[src/hw/rtl/mvm_pkg.sv]
// Shared types and constants for the mecanum velocity mixer.
// Used by mvm_seq, mvm_datapath and the top level; depends on nothing.
package mvm_pkg;

   localparam int FRAC_BITS_DEF = 14;
   localparam int DUTY_BITS_DEF = 10;
   localparam int VEL_W         = 16;
   localparam int CSR_IDX_W     = 2;

   // Register indexes on the write port.
   localparam logic [CSR_IDX_W-1:0] CSR_DEADZONE = 2'd0;
   localparam logic [CSR_IDX_W-1:0] CSR_ALPHA    = 2'd1;
   localparam logic [CSR_IDX_W-1:0] CSR_DUTY     = 2'd2;

   localparam int DEADZONE_RST = 328;
   localparam int ALPHA_RST    = 13107;
   localparam int DUTY_RST     = 1023;

   // Last axis (forward, side, turn) and last wheel (FL, FR, RL, RR) indexes.
   localparam logic [1:0] AXIS_LAST  = 2'd2;
   localparam logic [1:0] WHEEL_LAST = 2'd3;

   typedef enum logic [2:0] {
      ST_IDLE,
      ST_ZERO,
      ST_FILT_NEW,
      ST_FILT_OLD,
      ST_MAX,
      ST_MUL,
      ST_DIV,
      ST_DONE
   } state_type;

   typedef enum logic [2:0] {
      OP_NONE,
      OP_CLEAR,
      OP_FILT_NEW,
      OP_FILT_OLD,
      OP_MAX,
      OP_MUL,
      OP_DIV,
      OP_PUBLISH
   } op_type;

   typedef struct packed {
      op_type     op;
      logic [1:0] idx;
      logic       last;
   } ctrl_type;

endpackage

[src/hw/rtl/mecanum_velocity_mixer.sv]
// Mecanum velocity mixer top level. An accepted beat raises rsp_tvalid once
// filtering, peak search and division are done; an all-zero command clears the
// filter state instead of filtering. The time is set by the shared multiplier
// (six filter steps) and the radix-2 divider, one quotient bit a cycle per wheel.
// A finished beat waits in the output register while the next item is taken.
// Synchronous reset clears the filter state and loads the register defaults.
module mecanum_velocity_mixer
   import mvm_pkg::*;
#(
   parameter int FRAC_BITS = FRAC_BITS_DEF,
   parameter int DUTY_BITS = DUTY_BITS_DEF,
   localparam int CSR_W    = (FRAC_BITS + 1 > DUTY_BITS) ? FRAC_BITS + 1 : DUTY_BITS,
   localparam int RSP_W    = ((4 * (DUTY_BITS + 1) + 7) / 8) * 8
) (
   input  logic                  clock,
   input  logic                  reset,
   // Fields from bit 0: forward_velocity, side_velocity, turn_velocity.
   input  logic [3*VEL_W-1:0]    req_tdata,
   input  logic                  req_tvalid,
   output logic                  req_tready,
   // Fields from bit 0: front_left_target, front_right_target,
   // rear_left_target, rear_right_target, then zero padding.
   output logic [RSP_W-1:0]      rsp_tdata,
   output logic                  rsp_tvalid,
   input  logic                  rsp_tready,
   input  logic                  csr_we,
   input  logic [CSR_IDX_W-1:0]  csr_addr,
   input  logic [CSR_W-1:0]      csr_wdata
);

   localparam int OW = DUTY_BITS + 1;

   logic [FRAC_BITS-1:0]  deadzone_ff;
   logic [FRAC_BITS:0]    alpha_ff;
   logic [DUTY_BITS-1:0]  duty_ff;
   logic                  rsp_valid_ff, rsp_valid_in;
   logic [RSP_W-1:0]      rsp_data_ff, rsp_data_in;

   logic                  busy, start, all_zero, rsp_free;
   ctrl_type              ctrl;
   logic signed [OW-1:0]  fl_tgt, fr_tgt, rl_tgt, rr_tgt;

   always_ff @(posedge clock) begin
      if (reset) begin
         deadzone_ff <= FRAC_BITS'(DEADZONE_RST);
         alpha_ff    <= (FRAC_BITS + 1)'(ALPHA_RST);
         duty_ff     <= DUTY_BITS'(DUTY_RST);
      end else if (csr_we) begin
         case (csr_addr)
            CSR_DEADZONE: deadzone_ff <= csr_wdata[FRAC_BITS-1:0];
            CSR_ALPHA:    alpha_ff    <= csr_wdata[FRAC_BITS:0];
            CSR_DUTY:     duty_ff     <= csr_wdata[DUTY_BITS-1:0];
            default: begin
            end
         endcase
      end
   end

   assign req_tready = !busy;
   assign start      = req_tvalid && req_tready;
   assign all_zero   = (req_tdata == '0);
   assign rsp_free   = !rsp_valid_ff || rsp_tready;

   mvm_seq #(
      .DUTY_BITS (DUTY_BITS)
   ) u_seq (
      .clock    (clock),
      .reset    (reset),
      .start    (start),
      .all_zero (all_zero),
      .rsp_free (rsp_free),
      .busy     (busy),
      .ctrl     (ctrl)
   );

   mvm_datapath #(
      .FRAC_BITS (FRAC_BITS),
      .DUTY_BITS (DUTY_BITS)
   ) u_datapath (
      .clock              (clock),
      .reset              (reset),
      .ctrl               (ctrl),
      .load               (start),
      .forward_velocity   (req_tdata[0 +: VEL_W]),
      .side_velocity      (req_tdata[VEL_W +: VEL_W]),
      .turn_velocity      (req_tdata[2*VEL_W +: VEL_W]),
      .deadzone_level     (deadzone_ff),
      .filter_alpha       (alpha_ff),
      .max_duty           (duty_ff),
      .front_left_target  (fl_tgt),
      .front_right_target (fr_tgt),
      .rear_left_target   (rl_tgt),
      .rear_right_target  (rr_tgt)
   );

   // Output register: loaded when the sequencer publishes, cleared when taken.
   always_comb begin
      rsp_valid_in = rsp_valid_ff;
      rsp_data_in  = rsp_data_ff;
      if (ctrl.op == OP_PUBLISH) begin
         rsp_valid_in = 1'b1;
         rsp_data_in  = RSP_W'({rr_tgt, rl_tgt, fr_tgt, fl_tgt});
      end else if (rsp_tready) begin
         rsp_valid_in = 1'b0;
      end
   end

   always_ff @(posedge clock) begin
      if (reset) begin
         rsp_valid_ff <= 1'b0;
      end else begin
         rsp_valid_ff <= rsp_valid_in;
      end
   end

   always_ff @(posedge clock) begin
      rsp_data_ff <= rsp_data_in;
   end

   assign rsp_tvalid = rsp_valid_ff;
   assign rsp_tdata  = rsp_data_ff;

endmodule

[src/hw/rtl/mvm_seq.sv]
// Sequencer of the mecanum velocity mixer: steps the shared multiply and
// compare-subtract unit through filter, peak search and division. Uses mvm_pkg.
module mvm_seq
   import mvm_pkg::*;
#(
   parameter int DUTY_BITS = DUTY_BITS_DEF
) (
   input  logic     clock,
   input  logic     reset,
   input  logic     start,
   input  logic     all_zero,
   input  logic     rsp_free,
   output logic     busy,
   output ctrl_type ctrl
);

   localparam int SW = $clog2(DUTY_BITS);

   state_type         state_ff, state_in;
   logic [1:0]        idx_ff, idx_in;
   logic [SW-1:0]     step_ff, step_in;
   logic              step_last;

   assign step_last = (step_ff == SW'(DUTY_BITS - 1));

   always_ff @(posedge clock) begin
      if (reset) begin
         state_ff <= ST_IDLE;
         idx_ff   <= '0;
         step_ff  <= '0;
      end else begin
         state_ff <= state_in;
         idx_ff   <= idx_in;
         step_ff  <= step_in;
      end
   end

   always_comb begin
      state_in = state_ff;
      idx_in   = idx_ff;
      step_in  = step_ff;
      case (state_ff)
         ST_IDLE: begin
            idx_in = '0;
            if (start) begin
               state_in = all_zero ? ST_ZERO : ST_FILT_NEW;
            end
         end
         ST_ZERO: begin
            state_in = ST_MAX;
            idx_in   = '0;
         end
         ST_FILT_NEW: begin
            state_in = ST_FILT_OLD;
         end
         ST_FILT_OLD: begin
            if (idx_ff == AXIS_LAST) begin
               state_in = ST_MAX;
               idx_in   = '0;
            end else begin
               state_in = ST_FILT_NEW;
               idx_in   = idx_ff + 2'd1;
            end
         end
         ST_MAX: begin
            if (idx_ff == WHEEL_LAST) begin
               state_in = ST_MUL;
               idx_in   = '0;
            end else begin
               idx_in = idx_ff + 2'd1;
            end
         end
         ST_MUL: begin
            state_in = ST_DIV;
            step_in  = '0;
         end
         ST_DIV: begin
            if (step_last) begin
               if (idx_ff == WHEEL_LAST) begin
                  state_in = ST_DONE;
               end else begin
                  state_in = ST_MUL;
                  idx_in   = idx_ff + 2'd1;
               end
            end else begin
               step_in = step_ff + SW'(1);
            end
         end
         ST_DONE: begin
            if (rsp_free) begin
               state_in = ST_IDLE;
            end
         end
         default: begin
            state_in = ST_IDLE;
         end
      endcase
   end

   always_comb begin
      ctrl.idx  = idx_ff;
      ctrl.last = step_last;
      busy      = (state_ff != ST_IDLE);
      case (state_ff)
         ST_ZERO:     ctrl.op = OP_CLEAR;
         ST_FILT_NEW: ctrl.op = OP_FILT_NEW;
         ST_FILT_OLD: ctrl.op = OP_FILT_OLD;
         ST_MAX:      ctrl.op = OP_MAX;
         ST_MUL:      ctrl.op = OP_MUL;
         ST_DIV:      ctrl.op = OP_DIV;
         ST_DONE:     ctrl.op = rsp_free ? OP_PUBLISH : OP_NONE;
         default:     ctrl.op = OP_NONE;
      endcase
   end

endmodule

[src/hw/rtl/mvm_datapath.sv]
// Datapath of the mecanum velocity mixer: one signed multiplier with an adder,
// one compare-subtract stage, filter state and wheel targets. Uses mvm_pkg.
module mvm_datapath
   import mvm_pkg::*;
#(
   parameter int FRAC_BITS = FRAC_BITS_DEF,
   parameter int DUTY_BITS = DUTY_BITS_DEF
) (
   input  logic                        clock,
   input  logic                        reset,
   input  ctrl_type                    ctrl,
   input  logic                        load,
   input  logic signed [VEL_W-1:0]     forward_velocity,
   input  logic signed [VEL_W-1:0]     side_velocity,
   input  logic signed [VEL_W-1:0]     turn_velocity,
   input  logic [FRAC_BITS-1:0]        deadzone_level,
   input  logic [FRAC_BITS:0]          filter_alpha,
   input  logic [DUTY_BITS-1:0]        max_duty,
   output logic signed [DUTY_BITS:0]   front_left_target,
   output logic signed [DUTY_BITS:0]   front_right_target,
   output logic signed [DUTY_BITS:0]   rear_left_target,
   output logic signed [DUTY_BITS:0]   rear_right_target
);

   localparam int CW = (FRAC_BITS + 1 > DUTY_BITS) ? FRAC_BITS + 1 : DUTY_BITS;
   localparam int VW = VEL_W + 2;          // wheel sums of three commands
   localparam int PW = CW + 1 + VW;
   localparam int AW = PW + 1;
   localparam int MW = VEL_W + 1;          // wheel magnitude
   localparam int DW = (FRAC_BITS + 1 > MW) ? FRAC_BITS + 1 : MW;
   localparam int ZW = (FRAC_BITS > MW) ? FRAC_BITS : MW;
   localparam int OW = DUTY_BITS + 1;

   logic signed [VEL_W-1:0] vel_ff [3];
   logic signed [VEL_W-1:0] filt_ff [3];
   logic signed [VEL_W-1:0] filt_in [3];
   logic signed [AW-1:0]    acc_ff, acc_in;
   logic [MW-1:0]           max_ff, max_in;
   logic [DW-1:0]           rem_ff, rem_in;
   logic [DUTY_BITS-1:0]    quo_ff, quo_in;
   logic signed [OW-1:0]    tgt_ff [4];
   logic signed [OW-1:0]    tgt_in [4];

   logic [FRAC_BITS:0]      one_a, alpha_cl, alpha_rest;
   logic signed [VEL_W-1:0] vel_sel, filt_sel, dead_v;
   logic signed [VEL_W:0]   vel_ext;
   logic [ZW-1:0]           vel_mag;
   logic signed [VW-1:0]    f_ext, s_ext, t_ext;
   logic signed [VW-1:0]    wheel [4];
   logic signed [VW-1:0]    wheel_sel;
   logic [MW-1:0]           wheel_mag;
   logic [CW-1:0]           coef;
   logic signed [CW:0]      coef_s;
   logic signed [VW-1:0]    var_s;
   logic signed [PW-1:0]    prod;
   logic signed [AW-1:0]    acc_sum, acc_shr;
   logic [DW-1:0]           divisor, one_d;
   logic [DW:0]             rem_sh, rem_diff;
   logic                    rem_ge;
   logic [DUTY_BITS:0]      quo_ext;

   // Alpha above one acts as one.
   assign one_a      = (FRAC_BITS + 1)'(1) << FRAC_BITS;
   assign alpha_cl   = (filter_alpha > one_a) ? one_a : filter_alpha;
   assign alpha_rest = one_a - alpha_cl;

   always_comb begin
      case (ctrl.idx)
         2'd0:    begin vel_sel = vel_ff[0]; filt_sel = filt_ff[0]; end
         2'd1:    begin vel_sel = vel_ff[1]; filt_sel = filt_ff[1]; end
         2'd2:    begin vel_sel = vel_ff[2]; filt_sel = filt_ff[2]; end
         default: begin vel_sel = '0;        filt_sel = '0;         end
      endcase
   end

   // A magnitude equal to the deadzone level passes unchanged.
   assign vel_ext = {vel_sel[VEL_W-1], vel_sel};
   assign vel_mag = vel_ext[VEL_W] ? ZW'(-vel_ext) : ZW'(vel_ext);
   assign dead_v  = (vel_mag < ZW'(deadzone_level)) ? '0 : vel_sel;

   assign f_ext    = VW'(filt_ff[0]);
   assign s_ext    = VW'(filt_ff[1]);
   assign t_ext    = VW'(filt_ff[2]);
   assign wheel[0] = f_ext + s_ext + t_ext;
   assign wheel[1] = f_ext - s_ext - t_ext;
   assign wheel[2] = f_ext - s_ext + t_ext;
   assign wheel[3] = f_ext + s_ext - t_ext;

   always_comb begin
      case (ctrl.idx)
         2'd0:    wheel_sel = wheel[0];
         2'd1:    wheel_sel = wheel[1];
         2'd2:    wheel_sel = wheel[2];
         default: wheel_sel = wheel[3];
      endcase
   end

   assign wheel_mag = wheel_sel[VW-1] ? MW'(-wheel_sel) : MW'(wheel_sel);

   // Operand selection for the shared multiplier.
   always_comb begin
      case (ctrl.op)
         OP_FILT_NEW: begin
            coef  = CW'(alpha_cl);
            var_s = VW'(dead_v);
         end
         OP_FILT_OLD: begin
            coef  = CW'(alpha_rest);
            var_s = VW'(filt_sel);
         end
         default: begin
            coef  = CW'(max_duty);
            var_s = VW'({1'b0, wheel_mag});
         end
      endcase
   end

   assign coef_s  = {1'b0, coef};
   assign prod    = PW'(coef_s) * PW'(var_s);
   assign acc_sum = acc_ff + AW'(prod);
   assign acc_shr = acc_sum >>> FRAC_BITS;

   // Divisor is the largest wheel magnitude, but never below one.
   assign one_d    = DW'(1) << FRAC_BITS;
   assign divisor  = (DW'(max_ff) > one_d) ? DW'(max_ff) : one_d;
   assign rem_sh   = {rem_ff, quo_ff[DUTY_BITS-1]};
   assign rem_ge   = (rem_sh >= {1'b0, divisor});
   assign rem_diff = rem_sh - {1'b0, divisor};

   always_comb begin
      filt_in = filt_ff;
      tgt_in  = tgt_ff;
      acc_in  = acc_ff;
      max_in  = max_ff;
      rem_in  = rem_ff;
      quo_in  = quo_ff;
      quo_ext = '0;
      if (load) begin
         max_in = '0;
      end
      case (ctrl.op)
         OP_CLEAR: begin
            filt_in[0] = '0;
            filt_in[1] = '0;
            filt_in[2] = '0;
         end
         OP_FILT_NEW: begin
            acc_in = AW'(prod);
         end
         OP_FILT_OLD: begin
            case (ctrl.idx)
               2'd0:    filt_in[0] = acc_shr[VEL_W-1:0];
               2'd1:    filt_in[1] = acc_shr[VEL_W-1:0];
               default: filt_in[2] = acc_shr[VEL_W-1:0];
            endcase
         end
         OP_MAX: begin
            if (wheel_mag > max_ff) begin
               max_in = wheel_mag;
            end
         end
         OP_MUL: begin
            // The product is below divisor * 2^DUTY_BITS, so its upper part
            // already forms a valid partial remainder.
            rem_in = prod[DUTY_BITS +: DW];
            quo_in = prod[DUTY_BITS-1:0];
         end
         OP_DIV: begin
            rem_in  = rem_ge ? rem_diff[DW-1:0] : rem_sh[DW-1:0];
            quo_in  = {quo_ff[DUTY_BITS-2:0], rem_ge};
            quo_ext = {1'b0, quo_in};
            if (ctrl.last) begin
               tgt_in[ctrl.idx] = wheel_sel[VW-1] ? -$signed(quo_ext) : $signed(quo_ext);
            end
         end
         default: begin
         end
      endcase
   end

   always_ff @(posedge clock) begin
      if (reset) begin
         filt_ff[0] <= '0;
         filt_ff[1] <= '0;
         filt_ff[2] <= '0;
      end else begin
         filt_ff <= filt_in;
      end
   end

   always_ff @(posedge clock) begin
      if (load) begin
         vel_ff[0] <= forward_velocity;
         vel_ff[1] <= side_velocity;
         vel_ff[2] <= turn_velocity;
      end
      acc_ff <= acc_in;
      max_ff <= max_in;
      rem_ff <= rem_in;
      quo_ff <= quo_in;
      tgt_ff <= tgt_in;
   end

   assign front_left_target  = tgt_ff[0];
   assign front_right_target = tgt_ff[1];
   assign rear_left_target   = tgt_ff[2];
   assign rear_right_target  = tgt_ff[3];

endmodule
[config.mk]
export PLATFORM = sky130hd
export DESIGN_NAME = mecanum_velocity_mixer
export DESIGN_NICKNAME = d
export VERILOG_FILES = /design/src/hw/rtl/mvm_pkg.sv /design/src/hw/rtl/mecanum_velocity_mixer.sv /design/src/hw/rtl/mvm_seq.sv /design/src/hw/rtl/mvm_datapath.sv
export SDC_FILE = /design/constraint.sdc
export NUM_CORES = 1
export LEC_CHECK = 0
export BUFFER_PORTS_ARGS = -buffer_cell sky130_fd_sc_hd__buf_2
export CAP_MARGIN = 5
export CORE_ASPECT_RATIO = 0.6
export CORE_MARGIN = 1
export CORE_UTILIZATION = 45
export DETAILED_ROUTE_END_ITERATION = 10
export PLACE_DENSITY = 0.72
export SLEW_MARGIN = 0
export SYNTH_ARGS = -nofsm -noshare
export SYNTH_HDL_FRONTEND = slang
export SYNTH_SLANG_ARGS = --single-unit
[constraint.sdc]
create_clock -name clock -period 14.75 [get_ports clock]
set_clock_uncertainty 0.1 [all_clocks]
set_input_delay 2.2125 -clock clock [delete_from_list [all_inputs] [get_ports clock]]
set_output_delay 2.2125 -clock clock [all_outputs]
set_load 0.01 [all_outputs]
==> results.sh, run 1 <==
export IMPL_cts_root_buffer="clkbuf_16"
export IMPL_fin_nets=3782
export IMPL_hold_depth=0
export IMPL_die_x_um=328
export IMPL_rr_endpoint="u_datapath.filt_ff[14]$_SDFFE_PP0P_"
export IMPL_worstSetupStartpointType="flop"
export IMPL_vias=23691
export IMPL_critPathKind="flop to flop"
export IMPL_cpMaxStageDelayCell="o41ai_1"
export IMPL_yosysUniqueCellTypes=91
export IMPL_reg2reg_depth=54
export IMPL_hp_start="u_datapath.front_right_target[8]$_DFFE_PP_"
export IMPL_synthTopCellsByArea="edfxtp_1, fa_1, ha_1, dfxtp_1, inv_1"
export IMPL_syn2layout_area_growth_pct=9.62
export IMPL_synth_edff_count=193
export IMPL_arrival_ns=14.33
export IMPL_start_util=0.456
export IMPL_hold_path_class="flop to flop"
export IMPL_ys_async_sr_fraction=0
export IMPL_final_layout_size_suffix_gt1_frac=0.0983
export IMPL_slowest_delay_ns=0.63
export IMPL_yosysWarnings=0
export IMPL_synth_largest_area_cell="edfxtp_1"
export IMPL_dp_hpwl_mm=72.7
export IMPL_drtPass1Iterations=8
export IMPL_reg2reg_setup_slack_ns=0.74
export IMPL_period_minus_slack_ns=14.01
export IMPL_antenna_found_initial=1
export IMPL_rsz0062_at_grt="no"
export IMPL_syn_inst=3131
export IMPL_synth_most_common_cell="inv_1"
export IMPL_grt_usage=0.278
export IMPL_avgRoutedWirePerCell_um=21.8
export IMPL_cts_tree="done"
export IMPL_worst_slew_pin_slew_ns=1.24
export IMPL_final_setup_tns_ns=0
export IMPL_critPathRequiredTime_ns=15.07
export IMPL_gp_routability_congestion=1.03
export IMPL_fin_crit_sh=0.950
export IMPL_numCtsBuffers=28
export IMPL_max_cap_violations=0
export IMPL_syn_area_mm2=0.0286
export IMPL_grt_pass1_vias=22532
export IMPL_hold_viol_final=0
export IMPL_vias_per_cell=5.78
export IMPL_die_height_um=197
export IMPL_dieArea_mm2=0.0646
export IMPL_setup_violations=0
export IMPL_ys_seq_area_frac=0.282
export IMPL_htree_levels=1
export IMPL_ant_nets=0
export IMPL_worstPathMaxFanout=15
export IMPL_drt_iter0_drc=2972
export IMPL_cp_end_kind="flop"
export IMPL_syn_area_per_cell_um2=9.14
export IMPL_row_count=71
export IMPL_drt_total_wl_mm=89.1
export IMPL_clk_path_buf_depth=3
export IMPL_whs_endpoint="rsp_tdata[19]$_DFFE_PP_"
export IMPL_max_freq_ghz=0.0714
export IMPL_grt_ovfl_total=0
export IMPL_outcome="finished clean"
export IMPL_synth_top_cells_by_count="inv_1, nand2_1, nor2_1"
export IMPL_grt_max_degree=71
export IMPL_clk_latency_ns=0.59
export IMPL_place_port_buffers=115
export IMPL_drv_slew=0
export IMPL_ios=120
export IMPL_grt_first_pass_wirelength_mm=137
export IMPL_path_clk_slew_ns=0.07
export IMPL_synth_seq_cells=307
export IMPL_slew_headroom=0.166
export IMPL_cts_sinks=307
export IMPL_netlist_area_leader_share=0.203
export IMPL_cts_hold_repair_buffers=0
export IMPL_synth_flop_cell="edfxtp_1"
export IMPL_core_mm2=0.0627
export IMPL_drc=0
export IMPL_r2r_start="u_datapath.f_ext[1]$_SDFFE_PP0P_"
layout by cell type, fill, tap and decap left out, types with 41 or more instances in the layout:
master and n:
inv_1 435, nand2_1 341, nor2_1 253, fa_1 248
ha_1 229, edfxtp_1 193, a21oi_1 160, buf_2 115
dfxtp_1 114, xnor2_1 96, o21ai_0 89, nand3_1 79
buf_4 73, xor2_1 60, mux2i_1 50, a22oi_1 44
a21o_1 41
sequential cells by signal, summed over array words and instances, names as in the netlist:
signal	cells
u_datapath.quo_ff	10
rsp_tvalid	1
u_seq.step_ff	4
u_seq.idx_ff	2
alpha_ff	15
u_datapath.acc_ff	30
u_datapath.front_left_target	11
deadzone_ff	14
rsp_tdata	44
u_datapath.front_right_target	11
u_datapath.vel_ff	48
u_datapath.rem_ff	17
u_datapath.f_ext	16
u_datapath.rear_right_target	11
u_datapath.rear_left_target	11
u_seq.state_ff	3
u_datapath.max_ff	17
u_datapath.filt_ff	32
duty_ff	10
cells by family after synthesis:
logic type                 count (synthesis)  synth area share
AOI/OAI and AO/OA                        647             0.153
xor gates and xnor gates                 162            0.0501
adders and majority gates                478             0.274
buffers and inverters                    562            0.0748
DFF                                      307             0.282
muxes                                     58            0.0206
other                                      1          0.000131
and+or+nand+nor                          916             0.145
cell type report:
| cell class | instances | area [um2] |
|---|---|---|
| diodes | 2 | 5.00 |
| clock buffers | 33 | 719 |
| clock inverters | 19 | 190 |
| fillers | 5827 | 31400 |
| inverters | 443 | 1660 |
| multi-input cells | 2265 | 18500 |
| flip-flops and latches | 307 | 8080 |
| well taps | 839 | 1050 |
| repair buffers | 189 | 1140 |
worst max-delay path, delay by kind of cell (launching register included):
family,cells,cell delay (ns)
mux,1,0.11
buf+inv,8,1.10
compound gates,23,5.47
fa+ha+maj,10,3.98
xor+xnor,3,0.89
flops,1,0.52
simple gates,9,1.63
repair_timing:
item | CTS | global route
setup endpoints to repair | 0 | 40
gates resized for setup | 0 | 17
buffers inserted | 0 | 2
worst max path at each step:
stage,startpoint,end,slack (ns),depth (start not counted)
floorplan,u_seq.idx_ff[1]$_SDFFE_PP0P_,u_datapath.filt_ff[31]$_SDFFE_PP0P_,2.12,53
global placement,u_datapath.filt_ff[17]$_SDFFE_PP0P_,u_datapath.filt_ff[14]$_SDFFE_PP0P_,0.37,53
detailed placement,u_datapath.filt_ff[18]$_SDFFE_PP0P_,u_datapath.filt_ff[14]$_SDFFE_PP0P_,0.14,53
CTS,u_datapath.filt_ff[18]$_SDFFE_PP0P_,u_datapath.filt_ff[14]$_SDFFE_PP0P_,0.09,53
global route,u_datapath.filt_ff[17]$_SDFFE_PP0P_,u_datapath.filt_ff[31]$_SDFFE_PP0P_,0.09,59
finish,u_datapath.f_ext[1]$_SDFFE_PP0P_,u_datapath.filt_ff[14]$_SDFFE_PP0P_,0.74,54
layer usage:
metal  global-route usage  wire, um  share of wire
met5                    0         0              0
met4               0.0467      1650          0.019
met3                0.106     13300           0.15
met2                0.362     32800           0.37
met1                0.431     41400           0.46
per-stage QoR:
step	instances	cell area [um2]	hold slack [ns]	util	worst slack, ns
floorplan	3134	28600	0.300	-	2.12
global placement	4041	30400	0.301	0.484	0.373
detailed placement	4041	30400	0.305	0.484	0.141
CTS	4093	31300	0.315	0.499	0.0861
global route	4095	31400	0.321	0.500	0.0936
finish	4097	31400	0.314	0.500	0.740
Power of run 1 is not shown: default switching activity piles up to over one toggle a cycle in this logic, so the estimate is an artifact.
==> run 2, diff against run 1 <==
- RECOVER_POWER: default -> 100
- clock period: 14.75 -> 15.6 ns (I/O delays scaled with it)
==> results.sh, run 2 (same netlist as run 1, synthesis figures left out) <==
export IMPL_grt_max_degree=69
export IMPL_reg2reg_depth=51
export IMPL_cts_tree="done"
export IMPL_max_cap_violations=5
export IMPL_dp_hpwl_mm=73.6
export IMPL_antenna_found_initial=1
export IMPL_vias=23961
export IMPL_clk_path_buf_depth=3
export IMPL_final_setup_tns_ns=0
export IMPL_outcome="complete, but fails checks"
export IMPL_drtPass1Iterations=8
export IMPL_rsz0062_at_grt="no"
export IMPL_hold_path_class="flop to flop"
export IMPL_start_util=0.456
export IMPL_row_count=71
export IMPL_violations="capacitance limit, slew limit"
export IMPL_drt_iter0_drc=3137
export IMPL_cts_root_buffer="clkbuf_16"
export IMPL_largest_register_ffs=48
export IMPL_final_common_cell="inv_1"
export IMPL_ios=120
export IMPL_ant_nets=0
export IMPL_grt_ovfl_total=0
export IMPL_fin_nets=3763
export IMPL_die_x_um=328
export IMPL_cts_sinks=307
export IMPL_placed_cells=4023
export IMPL_stdcell_count=4076
export IMPL_gp_routability_congestion=1.01
export IMPL_die_height_um=197
export IMPL_clk_latency_ns=0.58
export IMPL_worstSetupStartpointType="flop"
export IMPL_largest_register="u_datapath.vel_ff"
export IMPL_drt_total_wl_mm=90.4
export IMPL_critPathKind="flop to flop"
export IMPL_hold_viol_final=0
export IMPL_cp_end_kind="flop"
export IMPL_worstPathMaxFanout=17
export IMPL_dieArea_mm2=0.0646
export IMPL_numCtsBuffers=27
export IMPL_crit_top_cell="inv_1"
export IMPL_slew_headroom=-0.723
export IMPL_core_mm2=0.0627
export IMPL_avgRoutedWirePerCell_um=22.2
export IMPL_crit_buf_inv=8
export IMPL_arrival_ns=15.28
export IMPL_grt_usage=0.281
export IMPL_slowest_delay_ns=0.87
export IMPL_drc=0
export IMPL_worst_slew_pin_slew_ns=2.58
export IMPL_final_layout_size_suffix_gt1_frac=0.0528
export IMPL_max_freq_ghz=0.0670
export IMPL_final_cell_area_mm2=0.0309
export IMPL_postLayoutCoreUtil=0.492
export IMPL_path_delay_family="compound AO/OA/AOI/OAI gates"
export IMPL_period_minus_slack_ns=14.92
export IMPL_fin_crit_sh=0.956
export IMPL_htree_levels=1
export IMPL_grt_pass1_vias=22303
export IMPL_place_port_buffers=115
export IMPL_setup_violations=0
export IMPL_syn2layout_area_growth_pct=7.85
export IMPL_vias_per_cell=5.88
export IMPL_hold_depth=0
export IMPL_critPathRequiredTime_ns=15.96
export IMPL_cpMaxStageDelayCell="a222oi_1"
export IMPL_layout_common_cells="inv_1, nand2_1, nor2_1, fa_1, ha_1"
export IMPL_cp_num_cells=51
export IMPL_path_clk_slew_ns=0.07
export IMPL_placed_area_mm2=0.0302
export IMPL_grt_first_pass_wirelength_mm=139
export IMPL_drv_slew=186
==> run 2: final cells by class <==
class / count / area [um2]
diodes: 1 / 2.50
clock buffers: 30 / 687
clock inverters: 20 / 131
fillers: 6014 / 31900
inverters: 443 / 1660
multi-input cells: 2265 / 18400
flip-flops and latches: 307 / 8080
well taps: 839 / 1050
repair buffers: 171 / 826
==> run 2: path summary, 6_finish.rpt <==
check | startpoint | slack [ns] | to
hold reg to reg | u_datapath.rear_right_target[1]$_DFFE_PP_ | 0.32 | rsp_tdata[34]$_DFFE_PP_
hold / removal | u_datapath.rear_right_target[1]$_DFFE_PP_ | 0.32 | rsp_tdata[34]$_DFFE_PP_
setup / recovery | u_seq.idx_ff[0]$_SDFFE_PP0P_ | 0.68 | u_datapath.filt_ff[30]$_SDFFE_PP0P_
setup reg to reg | u_seq.idx_ff[0]$_SDFFE_PP0P_ | 0.68 | u_datapath.filt_ff[30]$_SDFFE_PP0P_
==> run 2: per-layer routing <==
metal | up-vias | part of all wire | track usage | routed length [um]
met5 | - | 0 | 0 | 0
met3 | 82 | 0.14 | 0.0849 | 12500
met4 | 0 | 0.012 | 0.0346 | 1100
li1 | 10872 | - | - | -
met1 | 11623 | 0.48 | 0.453 | 43000
met2 | 1384 | 0.37 | 0.365 | 33800
==> run 2: repair_timing <==
action                     CTS  global route
hold buffers                 0             0
setup buffers                0             2
setup endpoints to repair    0            18
gates resized for setup      0             6
==> run 2: through the flow <==
step	worst slack (ns)	hold slack, ns
finish	0.680	0.318
global route	0.0476	0.317
CTS	0.792	0.318
detailed placement	0.851	0.305
global placement	0.971	0.300
floorplan	2.97	0.300
Power of run 2 is left out for the same reason.
